## config.mk

```make
export PLATFORM = sky130hd
export DESIGN_NAME = button_press_long_press_queue_unit_flat
export DESIGN_NICKNAME = d
export VERILOG_FILES = /design/src/hw/rtl/bplq_pkg.sv /design/src/hw/rtl/bplq_in_if.sv /design/src/hw/rtl/bplq_out_if.sv /design/src/hw/rtl/button_press_long_press_queue_unit.sv /design/src/hw/rtl/bplq_detect.sv /design/src/hw/rtl/bplq_queue.sv /design/src/hw/rtl/bplq_out_buf.sv /design/src/flat_wrapper.sv
export SDC_FILE = /design/constraint.sdc
export NUM_CORES = 1
export LEC_CHECK = 0
export ABC_AREA = 1
export BUFFER_PORTS_ARGS = -buffer_cell sky130_fd_sc_hd__buf_2
export CAP_MARGIN = 20
export CELL_PAD_IN_SITES_DETAIL_PLACEMENT = 1
export CELL_PAD_IN_SITES_GLOBAL_PLACEMENT = 1
export CORE_UTILIZATION = 46
export CTS_CLUSTER_SIZE = 20
export DETAILED_ROUTE_END_ITERATION = 10
export PLACE_DENSITY = 0.89
export SLEW_MARGIN = 25
export SYNTH_ARGS = -nofsm -noshare
export SYNTH_HDL_FRONTEND = slang
export SYNTH_SLANG_ARGS = --single-unit
```

## constraint.sdc

```tcl
create_clock -name clk -period 4.1 [get_ports clk]
set_clock_uncertainty 0.15 [all_clocks]
set_input_delay 0.82 -clock clk [delete_from_list [all_inputs] [get_ports clk]]
set_output_delay 0.82 -clock clk [all_outputs]
set_load 0.02 [all_outputs]
```

## src/hw/rtl/bplq_pkg.sv

```systemverilog
// ----------------------------------------------------------------------------
// bplq_pkg: shared types and constants
// Field widths, action codes and the result record of the key queue block.
// ----------------------------------------------------------------------------
package bplq_pkg;

  localparam int unsigned ACT_W       = 2;
  localparam int unsigned PIN_W       = 9;
  localparam int unsigned KEY_W       = 5;
  localparam int unsigned CODE_W      = 13;
  localparam int unsigned LIMIT_W     = 8;
  localparam int unsigned APB_DATA_W  = 32;
  localparam int unsigned APB_ADDR_W  = 3;
  localparam int unsigned Q_DEPTH_DEF = 8;

  localparam logic [LIMIT_W-1:0] LIMIT_RESET = LIMIT_W'(20);
  localparam logic [LIMIT_W-1:0] HOLD_MAX    = '1;
  localparam logic [KEY_W-1:0]   ALL_KEYS    = 5'h1f;
  localparam logic [CODE_W-1:0]  LONG_FLAG   = 13'h1000;

  // register index, taken from paddr[2]
  localparam logic REG_LIMIT = 1'b0;

  typedef enum logic [ACT_W-1:0] {
    ACT_TICK  = 2'd0,
    ACT_POP   = 2'd1,
    ACT_CLEAR = 2'd2
  } action_t;

  typedef struct packed {
    logic [CODE_W-1:0] tick_key;
    logic              pushed;
    logic [CODE_W-1:0] popped_key;
    logic              pop_valid;
    logic [CODE_W-1:0] last_long_key;
  } result_t;

endpackage

```

## src/hw/rtl/bplq_in_if.sv

```systemverilog
// ----------------------------------------------------------------------------
// bplq_in_if: input channel
// Valid/ready channel carrying one action and a raw pin sample.
// ----------------------------------------------------------------------------
interface bplq_in_if import bplq_pkg::*; ();
  logic             valid;
  logic             ready;
  logic [ACT_W-1:0] action;
  logic [PIN_W-1:0] pin_sample;

  modport source (output valid, output action, output pin_sample, input ready);
  modport sink   (input valid, input action, input pin_sample, output ready);
endinterface

```

## src/hw/rtl/bplq_out_if.sv

```systemverilog
// ----------------------------------------------------------------------------
// bplq_out_if: result channel
// Valid/ready channel carrying one result record per input transfer.
// ----------------------------------------------------------------------------
interface bplq_out_if import bplq_pkg::*; ();
  logic              valid;
  logic              ready;
  logic [CODE_W-1:0] tick_key;
  logic              pushed;
  logic [CODE_W-1:0] popped_key;
  logic              pop_valid;
  logic [CODE_W-1:0] last_long_key;

  modport source (output valid, output tick_key, output pushed, output popped_key,
                  output pop_valid, output last_long_key, input ready);
  modport sink   (input valid, input tick_key, input pushed, input popped_key,
                  input pop_valid, input last_long_key, output ready);
endinterface

```

## src/hw/rtl/button_press_long_press_queue_unit.sv

```systemverilog
// ----------------------------------------------------------------------------
// button_press_long_press_queue_unit: five-key scanner with long press and queue
// Each input transfer is one action: a tick with a raw pin sample (buttons on
// pins 1,3,4,5,8, active low), a pop of the oldest queued key code, or a clear
// of the detection state. Every input transfer gives exactly one result
// transfer: the tick code, whether it was queued, the popped code and whether
// the pop found an entry, and the last long-key code after the update.
// The result is captured in the result register, or in the skid stage on a stall.
// The work for an item is one pass of bitwise logic, a compare and a queue pointer
// step, so one item is taken per cycle, back to back, while the skid stage is free.
// The queue head is prefetched from its storage into a register every cycle,
// which lets a pop follow a push in the next cycle.
// Stall: a result register plus a skid stage hold up to two results; input
// ready drops only once the skid stage is occupied.
// Reset (rst_n, synchronous): clears the pressed set, hold counter, long key,
// queue pointers and output valids; the hold limit returns to 20. No clearing
// pass is needed, queue slots are only read after they are written. The hold
// limit sits at APB byte address 0; the user writes it only while idle, unenforced.
// ----------------------------------------------------------------------------
module button_press_long_press_queue_unit import bplq_pkg::*; #(
  parameter int unsigned QUEUE_DEPTH = Q_DEPTH_DEF
) (
  input  logic                  clk,
  input  logic                  rst_n,
  bplq_in_if.sink               in_chan,
  bplq_out_if.source            out_chan,
  input  logic                  psel,
  input  logic                  penable,
  input  logic                  pwrite,
  input  logic [APB_ADDR_W-1:0] paddr,
  input  logic [APB_DATA_W-1:0] pwdata,
  output logic [APB_DATA_W-1:0] prdata,
  output logic                  pready
);

  logic [LIMIT_W-1:0] limit_r;
  logic               in_ready;
  logic               acc;
  logic               push_req;
  logic               pop_req;
  result_t            res;

  // Config register: write on the access phase of an APB transfer
  assign pready = 1'b1;

  always_ff @(posedge clk) begin
    if (!rst_n) begin
      limit_r <= LIMIT_RESET;
    end else if (psel && penable && pwrite && (paddr[2] == REG_LIMIT)) begin
      limit_r <= pwdata[LIMIT_W-1:0];
    end
  end

  assign prdata = (paddr[2] == REG_LIMIT) ? APB_DATA_W'(limit_r) : '0;

  // Accept a transfer whenever the skid stage is free
  assign in_chan.ready = in_ready;
  assign acc           = in_chan.valid && in_ready;
  assign pop_req       = (in_chan.action == ACT_POP);

  bplq_detect u_detect (
    .clk           (clk),
    .rst_n         (rst_n),
    .en            (acc),
    .action        (in_chan.action),
    .pin_sample    (in_chan.pin_sample),
    .limit         (limit_r),
    .tick_key      (res.tick_key),
    .push_req      (push_req),
    .last_long_key (res.last_long_key)
  );

  bplq_queue #(
    .DEPTH (QUEUE_DEPTH)
  ) u_queue (
    .clk        (clk),
    .rst_n      (rst_n),
    .en         (acc),
    .push_req   (push_req),
    .push_key   (res.tick_key),
    .pop_req    (pop_req),
    .pushed     (res.pushed),
    .popped_key (res.popped_key),
    .pop_valid  (res.pop_valid)
  );

  // Hold the result until the receiver takes it
  bplq_out_buf u_out_buf (
    .clk      (clk),
    .rst_n    (rst_n),
    .acc      (acc),
    .res      (res),
    .in_ready (in_ready),
    .out_chan (out_chan)
  );

endmodule

```

## src/hw/rtl/bplq_detect.sv

```systemverilog
// ----------------------------------------------------------------------------
// bplq_detect: press and long-press detection
// Holds the pressed set, hold counter and last long key; forms the tick code.
// ----------------------------------------------------------------------------
module bplq_detect import bplq_pkg::*; (
  input  logic               clk,
  input  logic               rst_n,
  input  logic               en,
  input  logic [ACT_W-1:0]   action,
  input  logic [PIN_W-1:0]   pin_sample,
  input  logic [LIMIT_W-1:0] limit,
  output logic [CODE_W-1:0]  tick_key,
  output logic               push_req,
  output logic [CODE_W-1:0]  last_long_key
);

  logic [KEY_W-1:0]   pressed_r, pressed_nxt;
  logic [LIMIT_W-1:0] hold_r, hold_nxt;
  logic [CODE_W-1:0]  long_r, long_nxt;
  logic [KEY_W-1:0]   cur;
  logic [KEY_W-1:0]   fresh;

  // remap pins 1,3,4,5,8 onto key bits 0..4, invert to active high
  assign cur   = ~{pin_sample[8], pin_sample[5], pin_sample[4], pin_sample[3], pin_sample[1]};
  assign fresh = cur & ~pressed_r;

  always_comb begin
    pressed_nxt = pressed_r;
    hold_nxt    = hold_r;
    long_nxt    = long_r;
    tick_key    = '0;
    push_req    = 1'b0;
    case (action)
      ACT_TICK: begin
        pressed_nxt = cur;
        if (hold_r > limit) begin
          long_nxt = CODE_W'(pressed_r) | LONG_FLAG;
          hold_nxt = '0;
          tick_key = CODE_W'(pressed_r) | LONG_FLAG;
        end else begin
          if ((pressed_r == cur) && (cur != '0)) begin
            if (hold_r != HOLD_MAX) begin
              hold_nxt = hold_r + 1'b1;
            end
          end else begin
            hold_nxt = '0;
          end
          tick_key = CODE_W'(fresh);
        end
        push_req = (tick_key != '0) && (tick_key != CODE_W'(ALL_KEYS));
      end
      ACT_CLEAR: begin
        pressed_nxt = '0;
        hold_nxt    = '0;
        long_nxt    = '0;
      end
      default: begin
      end
    endcase
  end

  assign last_long_key = long_nxt;

  always_ff @(posedge clk) begin
    if (!rst_n) begin
      pressed_r <= '0;
      hold_r    <= '0;
      long_r    <= '0;
    end else if (en) begin
      pressed_r <= pressed_nxt;
      hold_r    <= hold_nxt;
      long_r    <= long_nxt;
    end
  end

endmodule

```

## src/hw/rtl/bplq_queue.sv

```systemverilog
// ----------------------------------------------------------------------------
// bplq_queue: ring queue of key codes
// One slot kept empty; the head entry is prefetched into a read register.
// ----------------------------------------------------------------------------
module bplq_queue import bplq_pkg::*; #(
  parameter int unsigned DEPTH = Q_DEPTH_DEF
) (
  input  logic              clk,
  input  logic              rst_n,
  input  logic              en,
  input  logic              push_req,
  input  logic [CODE_W-1:0] push_key,
  input  logic              pop_req,
  output logic              pushed,
  output logic [CODE_W-1:0] popped_key,
  output logic              pop_valid
);

  localparam int unsigned PTR_W = (DEPTH > 2) ? $clog2(DEPTH) : 1;
  localparam logic [PTR_W-1:0] LAST = PTR_W'(DEPTH - 1);

  logic [CODE_W-1:0] mem [DEPTH];
  logic [CODE_W-1:0] head_r;
  logic [PTR_W-1:0]  wr_r, wr_nxt;
  logic [PTR_W-1:0]  rd_r, rd_nxt;
  logic [PTR_W-1:0]  wr_slot, rd_slot, head_addr;
  logic              we;

  assign wr_slot   = (wr_r == LAST) ? '0 : wr_r + 1'b1;
  assign rd_slot   = (rd_r == LAST) ? '0 : rd_r + 1'b1;
  assign we        = en && push_req && (wr_slot != rd_r);
  assign pop_valid = en && pop_req && (rd_r != wr_r);
  assign pushed    = we;
  assign popped_key = pop_valid ? head_r : '0;

  assign wr_nxt    = we ? wr_slot : wr_r;
  assign rd_nxt    = pop_valid ? rd_slot : rd_r;
  assign head_addr = (rd_nxt == LAST) ? '0 : rd_nxt + 1'b1;

  always_ff @(posedge clk) begin
    if (we) begin
      mem[wr_slot] <= push_key;
    end
    // refetch the head each cycle; forward a write to the head slot
    if (we && (wr_slot == head_addr)) begin
      head_r <= push_key;
    end else begin
      head_r <= mem[head_addr];
    end
  end

  always_ff @(posedge clk) begin
    if (!rst_n) begin
      wr_r <= '0;
      rd_r <= '0;
    end else begin
      wr_r <= wr_nxt;
      rd_r <= rd_nxt;
    end
  end

endmodule

```

## src/hw/rtl/bplq_out_buf.sv

```systemverilog
// ----------------------------------------------------------------------------
// bplq_out_buf: result register with skid stage
// Decouples the result channel from the input so a stall costs no transfer.
// ----------------------------------------------------------------------------
module bplq_out_buf import bplq_pkg::*; (
  input  logic       clk,
  input  logic       rst_n,
  input  logic       acc,
  input  result_t    res,
  output logic       in_ready,
  bplq_out_if.source out_chan
);

  result_t out_r, skid_r;
  logic    out_vld_r, skid_vld_r;
  logic    drain;

  assign in_ready = !skid_vld_r;
  assign drain    = !out_vld_r || out_chan.ready;

  always_ff @(posedge clk) begin
    if (!rst_n) begin
      out_vld_r  <= 1'b0;
      skid_vld_r <= 1'b0;
    end else if (drain) begin
      if (skid_vld_r) begin
        out_vld_r  <= 1'b1;
        skid_vld_r <= 1'b0;
      end else begin
        out_vld_r  <= acc;
      end
    end else if (acc) begin
      skid_vld_r <= 1'b1;
    end
  end

  always_ff @(posedge clk) begin
    if (drain) begin
      out_r <= skid_vld_r ? skid_r : res;
    end else if (acc) begin
      skid_r <= res;
    end
  end

  assign out_chan.valid         = out_vld_r;
  assign out_chan.tick_key      = out_r.tick_key;
  assign out_chan.pushed        = out_r.pushed;
  assign out_chan.popped_key    = out_r.popped_key;
  assign out_chan.pop_valid     = out_r.pop_valid;
  assign out_chan.last_long_key = out_r.last_long_key;

endmodule

```

## src/flat_wrapper.sv

```systemverilog
// flat-port wrapper written by rule: the top's interface ports become plain ports
module button_press_long_press_queue_unit_flat import bplq_pkg::*;
#(
  parameter int unsigned QUEUE_DEPTH = Q_DEPTH_DEF
)
  (clk, rst_n, psel, penable, pwrite, paddr, pwdata, prdata, pready, in_chan_valid, in_chan_action, in_chan_pin_sample, in_chan_ready, out_chan_valid, out_chan_tick_key, out_chan_pushed, out_chan_popped_key, out_chan_pop_valid, out_chan_last_long_key, out_chan_ready);
  bplq_in_if in_chan_i ();
  bplq_out_if out_chan_i ();
  input  logic clk;
  input  logic rst_n;
  input  logic psel;
  input  logic penable;
  input  logic pwrite;
  input  logic [APB_ADDR_W-1:0] paddr;
  input  logic [APB_DATA_W-1:0] pwdata;
  output logic [APB_DATA_W-1:0] prdata;
  output logic pready;
  input wire logic [$bits(in_chan_i.valid)-1:0] in_chan_valid;
  input wire logic [$bits(in_chan_i.action)-1:0] in_chan_action;
  input wire logic [$bits(in_chan_i.pin_sample)-1:0] in_chan_pin_sample;
  output wire logic [$bits(in_chan_i.ready)-1:0] in_chan_ready;
  output wire logic [$bits(out_chan_i.valid)-1:0] out_chan_valid;
  output wire logic [$bits(out_chan_i.tick_key)-1:0] out_chan_tick_key;
  output wire logic [$bits(out_chan_i.pushed)-1:0] out_chan_pushed;
  output wire logic [$bits(out_chan_i.popped_key)-1:0] out_chan_popped_key;
  output wire logic [$bits(out_chan_i.pop_valid)-1:0] out_chan_pop_valid;
  output wire logic [$bits(out_chan_i.last_long_key)-1:0] out_chan_last_long_key;
  input wire logic [$bits(out_chan_i.ready)-1:0] out_chan_ready;
  assign in_chan_i.valid = in_chan_valid;
  assign in_chan_i.action = in_chan_action;
  assign in_chan_i.pin_sample = in_chan_pin_sample;
  assign in_chan_ready = in_chan_i.ready;
  assign out_chan_valid = out_chan_i.valid;
  assign out_chan_tick_key = out_chan_i.tick_key;
  assign out_chan_pushed = out_chan_i.pushed;
  assign out_chan_popped_key = out_chan_i.popped_key;
  assign out_chan_pop_valid = out_chan_i.pop_valid;
  assign out_chan_last_long_key = out_chan_i.last_long_key;
  assign out_chan_i.ready = out_chan_ready;
  button_press_long_press_queue_unit #(.QUEUE_DEPTH(QUEUE_DEPTH)) u_core (.clk(clk), .rst_n(rst_n), .in_chan(in_chan_i), .out_chan(out_chan_i), .psel(psel), .penable(penable), .pwrite(pwrite), .paddr(paddr), .pwdata(pwdata), .prdata(prdata), .pready(pready));
endmodule
```

==> run_summary.xml <==
<?xml version="1.0" encoding="UTF-8"?>
<metrics>
  <group name="timing">
    <metric name="worst_slew_pin_slew" unit="ns">0.941</metric>
    <metric name="timing.final.max_slew_violations" unit="">0</metric>
    <metric name="final.period_utilization" unit="%">81.7</metric>
    <metric name="setup-violations-final" unit="">0</metric>
    <metric name="period_needed" unit="ns">3.35</metric>
    <metric name="finalSetupTns" unit="ns">0</metric>
    <metric name="final.hold.worst_slack" unit="ns">0.318</metric>
    <metric name="grt_setup_unrepaired" unit="">no</metric>
    <metric name="finalHoldViolations" unit="">0</metric>
    <metric name="achievable-frequency" unit="GHz">0.298</metric>
    <metric name="worst_slew_slack_as_a_fraction_of_its_limit" unit="%">37.1</metric>
  </group>
  <group name="floorplan">
    <metric name="initial_utilization" unit="%">47.0</metric>
    <metric name="placementRows" unit="">44</metric>
    <metric name="die_area" unit="µm²">15300</metric>
    <metric name="die_y" unit="µm">124</metric>
    <metric name="die-width" unit="µm">124</metric>
    <metric name="pin_count" unit="">129</metric>
    <metric name="fp.coreArea" unit="µm²">14500</metric>
  </group>
  <group name="route">
    <metric name="drtAntennaViolNets" unit="">0</metric>
    <metric name="drtIter0Drc" unit="">358</metric>
    <metric name="drc" unit="">0</metric>
    <metric name="tritonroute_pass_1_iters" unit="">5</metric>
    <metric name="routed_wl" unit="µm">18400</metric>
    <metric name="routed_via_density" unit="">5.35</metric>
    <metric name="routed-via-count" unit="">5119</metric>
    <metric name="post_drt_wl_per_cell" unit="µm">19.2</metric>
  </group>
  <group name="min_path">
    <metric name="worstHoldPathType" unit="">reg2reg</metric>
    <metric name="hold_path.startpoint" unit="">u_core.u_detect.long_r[5]</metric>
  </group>
  <group name="worst_setup_path">
    <metric name="startpoint" unit="">u_core.limit_r[3]</metric>
    <metric name="timing_worst_setup_path_type" unit="">reg2reg</metric>
    <metric name="crit-reg2reg-launch" unit="">u_core.limit_r[3]</metric>
    <metric name="worst-endpoint-arrival" unit="ns">3.25</metric>
    <metric name="timing.critical_path.from_type" unit="">flop</metric>
    <metric name="setup.worst_path.end_class" unit="">flop</metric>
    <metric name="critPathMaxFanout" unit="">14</metric>
    <metric name="critPathRequiredTime" unit="ns">4.00</metric>
  </group>
  <group name="finish">
    <metric name="post_route_cells_drive_above_1_share" unit="%">16.7</metric>
    <metric name="design.final.nets" unit="">832</metric>
    <metric name="layoutNonFillerInstCount" unit="">956</metric>
    <metric name="num_antenna_cells" unit="">0</metric>
    <metric name="syn_to_layout_area_delta" unit="%">14.3</metric>
    <metric name="final_standard_cell_area_without_fillers" unit="µm²">7790</metric>
  </group>
  <group name="placement">
    <metric name="cell_count_after_placement" unit="">924</metric>
    <metric name="buffers_on_ports" unit="">59</metric>
    <metric name="globalplace.congestion" unit="">0.895</metric>
    <metric name="dp_hpwl" unit="µm">11100</metric>
    <metric name="post_dp_cell_area" unit="µm²">7150</metric>
  </group>
  <group name="cts">
    <metric name="tritoncts" unit="">done</metric>
    <metric name="cts_made_buffers" unit="">17</metric>
    <metric name="root_buffer" unit="">clkbuf_16</metric>
    <metric name="cts_hold_buffers" unit="">0</metric>
    <metric name="ctsHtreeMaxLevel" unit="">4</metric>
    <metric name="clk-insertion-delay-late" unit="ns">0.43</metric>
    <metric name="clkSinkCount" unit="">147</metric>
    <metric name="clockBufferDepth" unit="">2</metric>
    <metric name="post_cts_resized" unit="">0</metric>
    <metric name="post-cts-setup-buffer-count" unit="">0</metric>
    <metric name="clk_pin_slew_worst_paths" unit="ns">0.06</metric>
  </group>
  <group name="pwr">
    <metric name="power.combinational.fraction" unit="%">10.0</metric>
    <metric name="switchingPower" unit="mW">0.966</metric>
    <metric name="power" unit="mW">3.70</metric>
    <metric name="swShare" unit="%">26.1</metric>
    <metric name="ir_drop" unit="µV">255</metric>
    <metric name="share_seq_of_total_power" unit="%">45.0</metric>
    <metric name="leakage" unit="nW">3.35</metric>
    <metric name="share_clk_of_total_power" unit="%">45.0</metric>
    <metric name="power.internal" unit="mW">2.74</metric>
    <metric name="power_per_cell_area" unit="nW/µm²">475</metric>
  </group>
  <group name="logic_synthesis">
    <metric name="synth-async-reset-ratio" unit="%">0</metric>
    <metric name="synth-warning-count" unit="">0</metric>
    <metric name="synth-edff-count" unit="">102</metric>
    <metric name="synth.yosys.seq_area_share" unit="%">58.2</metric>
    <metric name="netlist_area" unit="µm²">6810</metric>
    <metric name="post_synth_inst_count" unit="">696</metric>
    <metric name="synth_top_flop_cell" unit="">edfxtp_1</metric>
    <metric name="avgSynthCellArea" unit="µm²">9.78</metric>
    <metric name="synth_cell_type_count" unit="">43</metric>
    <metric name="postSynthRegisterBits" unit="">147</metric>
  </group>
  <group name="grt">
    <metric name="grt_remaining_overflow" unit="">0</metric>
    <metric name="vias_in_the_first_global_route" unit="">5465</metric>
    <metric name="grt_max_degree" unit="">34</metric>
    <metric name="groute.usage.overall" unit="%">25.7</metric>
    <metric name="number_of_antenna_violations_at_the_first_check_in_global_routing" unit="">0</metric>
    <metric name="grt_first_pass_wirelength" unit="µm">28600</metric>
  </group>
  <group name="run">
    <metric name="cap_violations" unit="">0</metric>
  </group>
  <group name="outcome">
    <metric name="outcome" unit="">finished, final reports clean</metric>
  </group>
</metrics>
==> cells in the mapped netlist (2+ instances only) <==
| cell | number | area, µm² |
|---|---|---|
| a21oi_1 | 18 | 90.1 |
| a22oi_2 | 2 | 25.0 |
| a31oi_1 | 2 | 12.5 |
| buf_2 | 2 | 10.0 |
| buf_4 | 39 | 293 |
| clkbuf_1 | 17 | 63.8 |
| conb_1 | 2 | 7.51 |
| dfxtp_1 | 45 | 901 |
| edfxtp_1 | 102 | 3060 |
| ha_1 | 20 | 250 |
| inv_1 | 86 | 323 |
| inv_2 | 4 | 15.0 |
| nand2_1 | 106 | 398 |
| nand2_2 | 5 | 31.3 |
| nand2_4 | 4 | 45.0 |
| nand3_1 | 25 | 125 |
| nand4_1 | 4 | 25.0 |
| nor2_1 | 100 | 375 |
| nor2_2 | 3 | 18.8 |
| nor2_4 | 3 | 33.8 |
| nor3_1 | 6 | 30.0 |
| o211ai_1 | 14 | 105 |
| o21a_1 | 3 | 22.5 |
| o21ai_0 | 45 | 225 |
| o21ai_1 | 12 | 60.1 |
| o22ai_1 | 5 | 31.3 |
| xnor2_1 | 4 | 35.0 |
| xor2_1 | 3 | 26.3 |
==> metal layers <==
layer / global-route usage (%) / wire length [µm] / part of all wire (%)
met5: 0 / 0 / 0
met4: 13.6 / 475 / 2.6
met3: 4.62 / 838 / 4.6
met2: 46.5 / 10100 / 55
met1: 28.5 / 6970 / 38
==> cell families (layout without fill, tap and decap cells) <==
family | count (synthesis) | count (layout) | synth area share [%]
other | 2 | 39 | 0.110
XOR/XNOR | 7 | 7 | 0.900
AND/OR/NAND/NOR | 264 | 264 | 17.3
adder cells (fa/ha/maj) | 20 | 20 | 3.67
flip-flops | 147 | 147 | 58.2
AO/OA/AOI/OAI | 105 | 105 | 9.09
buffers and inverters | 151 | 190 | 10.7
==> path summary, 6_finish.rpt <==
kind | cells after the start | slack [ns] | end
setup / recovery | 14 | 0.75 | u_core.u_queue.mem[7][4]
hold / removal | 2 | 0.32 | u_core.u_detect.long_r[5]
setup reg to reg | 14 | 0.75 | u_core.u_queue.mem[7][4]
hold reg to reg | 2 | 0.32 | u_core.u_detect.long_r[5]
==> cells in the final DEF (no fill, tap or decap), types with 2 or more instances in the layout <==
| master | netlist | final |
|---|---|---|
| nand2_1 | 106 | 106 |
| edfxtp_1 | 102 | 102 |
| nor2_1 | 100 | 99 |
| inv_1 | 86 | 86 |
| buf_2 | 2 | 59 |
| o21ai_0 | 45 | 45 |
| dfxtp_1 | 45 | 45 |
| conb_1 | 2 | 39 |
| nand3_1 | 25 | 25 |
| ha_1 | 20 | 20 |
| clkbuf_16 | 0 | 19 |
| a21oi_1 | 18 | 17 |
| o211ai_1 | 14 | 14 |
| o21ai_1 | 12 | 12 |
| buf_4 | 39 | 8 |
| nor3_1 | 6 | 6 |
| nand2_2 | 5 | 5 |
| o22ai_1 | 5 | 5 |
| inv_2 | 4 | 4 |
| nor2_2 | 3 | 4 |
| nand2_4 | 4 | 4 |
| xnor2_1 | 4 | 4 |
| nand4_1 | 4 | 4 |
| inv_6 | 0 | 4 |
| nor2_4 | 3 | 3 |
| xor2_1 | 3 | 3 |
| o21a_1 | 3 | 3 |
| a22oi_2 | 2 | 2 |
| a31oi_1 | 2 | 2 |
| inv_8 | 0 | 2 |
| bufinv_16 | 0 | 2 |
| clkbuf_1 | 17 | 2 |
==> area by class of cell <==
class                      count  area [µm²]
clock inverter                10         134
inverter                      91         342
sequential                   147        3960
tap                          184         230
clock buffer                  22         497
multi-input combinational    435        2260
timing repair buffer          67         355
fill                        1637        6690
==> power by group through the flow <==
stage,Combinational (mW),Sequential [mW],Clock [mW]
final,0.370,1.67,1.67
after global routing,0.404,1.67,1.73
after CTS,0.369,1.67,1.67
after detailed placement,0.353,1.70,0
after global placement,0.331,1.69,0
after floorplan,0.251,1.71,0
==> per-stage QoR <==
stage,utilization (%),setup WS (ns)
after floorplan,-,0.989
after global placement,49.4,1.06
after detailed placement,49.4,0.770
after CTS,53.8,0.803
after global routing,53.8,0.516
final,53.8,0.749
==> worst max-delay path, stage by stage (launching register included) <==
cell and delay (ns):
dfxtp_1 0.31, inv_1 0.07, ha_1 0.30, nand2_1 0.08
inv_2 0.09, nand2_1 0.09, nand2_1 0.10, nand2_2 0.07
nand2_4 0.11, nand2_4 0.14, o21ai_0 0.34, nor2_1 0.10
nand2_2 0.14, nand3_4 0.15, nor3_1 0.74
==> sequential cells by signal, summed over array words and instances (netlist names), named ones only <==
name	flops
u_core.u_out_buf.out_chan.last_long_key	13
u_core.u_queue.rd_r	3
u_core.u_out_buf.out_chan.popped_key	6
u_core.u_out_buf.out_chan.tick_key	6
u_core.u_out_buf.out_chan.pop_valid	1
u_core.limit_r	8
u_core.u_queue.mem	48
u_core.u_out_buf.out_chan.valid	1
u_core.u_queue.wr_r	3
u_core.u_detect.hold_r	8
u_core.u_out_buf.skid_vld_r	1
u_core.u_out_buf.out_chan.pushed	1
u_core.u_out_buf.skid_r	27
u_core.u_detect.long_r	13
u_core.u_detect.pressed_r	5
(Power assumes the default switching activity.)
